## src/rtl/tqsc_pkg.sv

```systemverilog
// tqsc_pkg: shared widths, payload structs and register indexes for the
// textured quad scissor clip core. no dependencies.
package tqsc_pkg;

  localparam int COORD_W  = 24;
  localparam int TEX_W    = 16;
  localparam int COLOUR_W = 32;
  localparam int NUM_W    = COORD_W + TEX_W;
  localparam int LANES    = 4;
  localparam int INDEX_W  = 3;

  localparam logic signed [COORD_W-1:0] COORD_MAXPOS = {1'b0, {(COORD_W-1){1'b1}}};

  typedef enum logic [INDEX_W-1:0] {
    REG_CLIP_ENABLE = 3'd0,
    REG_CLIP_LEFT   = 3'd1,
    REG_CLIP_TOP    = 3'd2,
    REG_CLIP_RIGHT  = 3'd3,
    REG_CLIP_BOTTOM = 3'd4
  } reg_index_t;

  typedef struct packed {
    logic signed [COORD_W-1:0] left_x;
    logic signed [COORD_W-1:0] top_y;
    logic signed [COORD_W-1:0] right_x;
    logic signed [COORD_W-1:0] bottom_y;
    logic [TEX_W-1:0]          tex_u_left;
    logic [TEX_W-1:0]          tex_v_top;
    logic [TEX_W-1:0]          tex_u_right;
    logic [TEX_W-1:0]          tex_v_bottom;
    logic [COLOUR_W-1:0]       colour_in;
  } quad_in_t;

  typedef struct packed {
    logic signed [COORD_W-1:0] out_left_x;
    logic signed [COORD_W-1:0] out_top_y;
    logic signed [COORD_W-1:0] out_right_x;
    logic signed [COORD_W-1:0] out_bottom_y;
    logic [TEX_W-1:0]          out_u_left;
    logic [TEX_W-1:0]          out_v_top;
    logic [TEX_W-1:0]          out_u_right;
    logic [TEX_W-1:0]          out_v_bottom;
    logic [COLOUR_W-1:0]       colour_out;
  } quad_out_t;

endpackage

```

## src/rtl/tqsc_div.sv

```systemverilog
// tqsc_div: pipelined restoring divider, one quotient bit per stage.
// the quotient must fit TEX_W bits (num < den << TEX_W). uses tqsc_pkg.
module tqsc_div (
  input  logic                          clk,
  input  logic                          en,
  input  logic [tqsc_pkg::NUM_W-1:0]    num,
  input  logic [tqsc_pkg::COORD_W-1:0]  den,
  output logic [tqsc_pkg::TEX_W-1:0]    quo
);

  localparam int CW = tqsc_pkg::COORD_W;
  localparam int TW = tqsc_pkg::TEX_W;

  logic [CW-1:0] rem_q  [0:TW];
  logic [TW-1:0] low_q  [0:TW];
  logic [CW-1:0] den_q  [0:TW];
  logic [TW-1:0] quo_q  [0:TW];

  // stage zero is the unregistered input
  assign rem_q[0] = num[tqsc_pkg::NUM_W-1:TW];
  assign low_q[0] = num[TW-1:0];
  assign den_q[0] = den;
  assign quo_q[0] = '0;

  for (genvar s = 0; s < TW; s++) begin : g_step
    logic [CW:0]   trial;
    logic          ge;
    logic [CW:0]   diff;

    always_comb begin
      trial = {rem_q[s], low_q[s][TW-1]};
      ge    = trial >= {1'b0, den_q[s]};
      diff  = trial - {1'b0, den_q[s]};
    end

    always_ff @(posedge clk) begin
      if (en) begin
        rem_q[s+1] <= ge ? diff[CW-1:0] : trial[CW-1:0];
        low_q[s+1] <= {low_q[s][TW-2:0], 1'b0};
        den_q[s+1] <= den_q[s];
        quo_q[s+1] <= {quo_q[s][TW-2:0], ge};
      end
    end
  end

  assign quo = quo_q[TW];

endmodule
```

## config.mk

```make
export PLATFORM = sky130hd
export DESIGN_NAME = tqsc_div
export DESIGN_NICKNAME = d
export VERILOG_FILES = /design/src/rtl/tqsc_pkg.sv /design/src/rtl/tqsc_div.sv
export SDC_FILE = /design/constraint.sdc
export NUM_CORES = 2
export LEC_CHECK = 0
export ABC_AREA = 1
export ABC_CLOCK_PERIOD_IN_PS = 2600
export BUFFER_PORTS_ARGS = -buffer_cell sky130_fd_sc_hd__buf_2
export CORE_ASPECT_RATIO = 1.1
export CORE_UTILIZATION = 55
export CTS_BUF_LIST = sky130_fd_sc_hd__clkbuf_4
export CTS_CLUSTER_DIAMETER = 50
export DETAILED_ROUTE_END_ITERATION = 6
export GPL_ROUTABILITY_DRIVEN = 0
export GPL_TIMING_DRIVEN = 0
export MAX_ROUTING_LAYER = met4
export PLACE_DENSITY = 0.71
export SLEW_MARGIN = 20
export SYNTH_ARGS = -nofsm -noshare
export SYNTH_HDL_FRONTEND = slang
export SYNTH_SLANG_ARGS = --single-unit
```

## constraint.sdc

```tcl
create_clock -name clk -period 2.6 [get_ports clk]
set_clock_uncertainty 0.05 [all_clocks]
set_input_delay 0.13 -clock clk [delete_from_list [all_inputs] [get_ports clk]]
set_output_delay 0.13 -clock clk [all_outputs]
set_load 0.01 [all_outputs]
```

Word level (Yosys, flattened, before mapping)
Index checks and enable logic that the tools add are counted.

cells by class
  add/sub/neg operators = 15
  magnitude comparators = 16
  mux-type cells = 15

operator list
  kind                                          count
  greater-or-equal comparator 25 x 24 -> 1 bit  16
  2-to-1 mux 24 bit                             15
  subtractor 24 bit                             15

word-level totals
  flip-flop bits (word level) = 976
  input port bits = 66
  output and inout port bits = 16
  word-level logic and storage cells = 107

Depth between registers and ports, before layout
  depth in word-level cells = 2
  mapped depth = 14

Least setup slack after synthesis
Ideal clock, no wire load.

  path kind = reg-to-reg
  start = register den_q[336] (netlist name)
  end = register rem_q, in the netlist g_step[3].trial[13], data pin
  setup time = 0.253 ns
  data arrival time = 1.764 ns
  required time = 2.297 ns
  path slack = 0.533 ns
  stages on the path, launching flop included = 11
  buffers on the path = 0
  cells stage by stage = edfxtp_1 ha_1 fa_1 inv_1 a21oi_1 o21ai_0 nand2_1 nand3_1 nand2_1 nand2_1 nand2_1

on the way
  word-level cells in the longest chain between the ends = 2
  elaborated cells on any way between the ends = 3
  those cells by class = add/sub: 1; order compare: 1; mux: 1

ends and longest elaborated chain
  what                                                                                      line                            source
  start, declared                                                                           tqsc_div.sv:16                  logic [CW-1:0] den_q [0:TW];
  start signal, assigned by index                                                           tqsc_div.sv:40                  den_q[s+1] <= den_q[s];
  subtractor 24 bit / greater-or-equal comparator 25 x 24 -> 1 bit (equally long branches)  tqsc_div.sv:33, tqsc_div.sv:32
  2-to-1 mux 24 bit (*)                                                                     tqsc_div.sv:38                  rem_q[s+1] <= ge ? diff[CW-1:0] : trial[CW-1:0];
  end signal, assigned by index                                                             tqsc_div.sv:38
  end, declared                                                                             tqsc_div.sv:14                  logic [CW-1:0] rem_q [0:TW];

Mark *: on every way between the ends. The rest lies on a longest branch, timed or not.
A chain may end at the register's enable or synchronous reset.

Worst setup path after layout
  start = input port num[37] (netlist name)
  end = register rem_q, in the netlist g_step[1].trial[16], data pin

on the way
  word-level cells in the longest chain between the ends = 2

ends and longest elaborated chain
  what                                          line            source
  start, declared                               tqsc_div.sv:6   input logic [tqsc_pkg::NUM_W-1:0] num,
  greater-or-equal comparator 25 x 24 -> 1 bit  tqsc_div.sv:32  ge = trial >= {1'b0, den_q[s]};
  2-to-1 mux 24 bit                             tqsc_div.sv:38

No other way between the ends.

==> results.ini <==
[setup_path]
criticalPathCategory = in -> reg
critPathLaunchType = input port
crit_fanout = 10
reg2reg_depth = 13
critPathCaptureType = flip-flop
cp.arrival_ps = 3650
cp.required_ps = 3620

[worst_hold_path]
min_path_type = in -> reg
holdPathStages = 3

[route]
num_vias = 55700
drt_iter0_markers = 4715
drtPass1Iterations = 7
m1WireLength_mm = 66.7
wl_met2_mm = 85.5
wire_per_inst_um = 16.4
vias_per_cell = 5.24
highest_layer = met4
finalWirelength_mm = 174
dr_wl_met3_mm = 10.2
route.detailed.drc = 0
detail-route-antenna-nets = 0

[yosys]
ys_seq_area_share_pct = 45.4
synth_top_family_by_area = simple AND/OR/NAND/NOR gates
synth_nets = 8790
yosys.area_share.simple_pct = 31.1
synth_edf_count = 976
syn_area_um2 = 64600
synthAdderAreaFrac_pct = 7.90
synthCells = 8325
ys_types = 36
synth_compound_area_share_pct = 1.89
muxShareOfSynthArea_pct = 0
ys_warn_count = 0
ys_seq_elements = 976
syn_area_per_cell_um2 = 7.76
synth-main-ff-cell = edfxtp_1
synth_xor_area_share_pct = 2.20
async_flop_share_pct = 0

[clock_network]
cts_tree = built
clockRootBuffer = clkbuf_4
clk_pin_slew_ps = 60
cts_buffers = 239
htreeDepth = 4
clk_latency_ps = 1250
cts_sinks = 976
clockBufferDepth = 3

[sta]
setup_viol_count_final = 5
finalCritPeriodShare_pct = 101
fin_ws_ps = -32.6
drv_slew = 0
tightest_slew_ps = 831
fin_crit_ps = 2630
max_freq_ghz = 0.380
fin_hold_ws_ps = 92.0
timing.slew.headroom_pct = 44.6
fin_tns_setup_ps = -94.7
hold_viol = 0

[power_and_ir_drop]
combPwrFrac_pct = 50.8
ir_worst_vdd_mv = 0.566
internal-power_uw = 42300
p_seq_share_pct = 33.0
powerDensity_nw_per_um2 = 1050
p_leak_uw = 0.0381
swShare_pct = 45.1
p_sw_uw = 34800
power_frac_clock_pct = 16.3

[cells_and_area]
layout_commonest_cell = nand2_1
fin_util_pct = 63.0
drive_above_1_share_pct = 9.62
n_fill_cell = 9990
syn2layout_area_growth_pct = 13.3
final_nets = 9365
finalNonFillerCells = 10600
final_cell_mix = 3266 x nand2_1, 1726 x inv_1, 976 x edfxtp_1

[die]
dieWidth_um = 329
start_util_pct = 55.6
core.rowCount = 131
dieHeight_um = 361
coreArea_um2 = 116000
num_io_pins = 82
dieArea_um2 = 119000

[place]
port-buffer-count = 81
post-place-cells = 9942
hpwl_mm = 134
place_ws_ps = -600

[global_routing]
antenna_found_initial = 7
grt_overflow = 0
grt_pass1_wl_mm = 270
grt_usage_pct = 29.9
grt_pass1_vias = 52600
grt_max_degree = 153

[outcome]
violations = negative setup slack
status = finished, violations left

[run]
cap_viol_max_count = 0

==> Yosys cell counts (all sizes together) (5+ instances only) <==
cell / number / area share, %
nor3: 54 / 0.64
nand4: 471 / 4.7
o21a: 15 / 0.17
xor2: 144 / 2.0
inv: 1740 / 10
buf: 118 / 1.3
clkbuf: 18 / 0.10
nand3: 399 / 3.5
nor2: 460 / 2.8
nand2: 3280 / 19
ha: 384 / 7.4
nand3b: 27 / 0.32
xnor2: 18 / 0.24
and2: 11 / 0.11
a21oi: 177 / 1.6
edfxtp: 976 / 45
o21ai: 5 / 0.039
fa: 15 / 0.46
==> power groups by stage <==
stage	Clock [µW]	Combinational, µW	Sequential [µW]
floorplan	0	28000	24000
global placement	0	36500	26100
detailed placement	0	37100	25700
CTS	13000	37700	25400
global route	13700	44100	25600
finish	12600	39100	25400
==> cells by family after synthesis <==
family / count (synthesis)
buffers and inverters: 1879
adder cells (fa/ha/maj): 399
XOR/XNOR: 162
flip-flops: 976
AND/OR/NAND/NOR: 4708
AO/OA/AOI/OAI: 201
==> stage by stage <==
stage | area [µm²] | power (µW)
global placement | 66900 | 62600
global route | 73200 | 83400
detailed placement | 67100 | 62800
CTS | 72100 | 76000
floorplan | 64600 | 52000
finish | 73200 | 77100
==> worst max-delay path, stage by stage <==
cell and delay [ps]:
dlygate4sd3_1 540, buf_2 120, dlygate4sd3_1 580, ha_1 410, a21oi_1 310, o21a_1 160, nand2_1 80, a21oi_4 270
buf_2 280, nand4_1 100, dlygate4sd3_1 580, nand2_1 80
==> worst paths after layout <==
| check | startpoint | endpoint | slack [ps] |
|---|---|---|---|
| setup reg to reg | g_step[9].trial[0]$_DFFE_PP_ | g_step[10].trial[17]$_DFFE_PP_ | 60 |
| setup / recovery | num[37] | g_step[1].trial[16]$_DFFE_PP_ | -30 |
| hold reg to reg | quo_q[70]$_DFFE_PP_ | quo_q[55]$_DFFE_PP_ | 340 |
| hold / removal | en | den_q[258]$_DFFE_PP_ | 90 |
==> timing repair <==
item | in CTS | in global routing
pin swaps | 13 | 34
endpoints found under the setup margin | 197 | 335
hold buffers | 163 | 0
buffers inserted | 30 | 53
resized for setup | 27 | 147
hold endpoints to repair | 814 | 0
==> area by class of cell <==
| cell class | count | area, µm² | share of cell area [%] |
|---|---|---|---|
| multi-input cells | 5470 | 28500 | 39.0 |
| clock inverters | 94 | 563 | 0.770 |
| flip-flops and latches | 976 | 29300 | 40.1 |
| inverters | 1743 | 6540 | 8.94 |
| diodes | 8 | 20.0 | 0.0274 |
| clock buffers | 329 | 2470 | 3.38 |
| repair buffers | 334 | 2890 | 3.95 |
| plain buffers | 136 | 925 | 1.26 |
| well taps | 1529 | 1910 | 2.62 |
==> sequential cells by signal, indices dropped and copies added (netlist names) <==
register / count
low_q: 105
den_q: 360
g_step.trial: 375
quo: 16
quo_q: 120
==> routing by layer <==
layer,up-vias,global-route usage [%]
li1,27800,-
met1,25000,33.3
met2,2155,50.6
met3,676,4.10
met4,0,18.4
met5,-,-
Note: power is estimated with default switching activity, not from simulation.
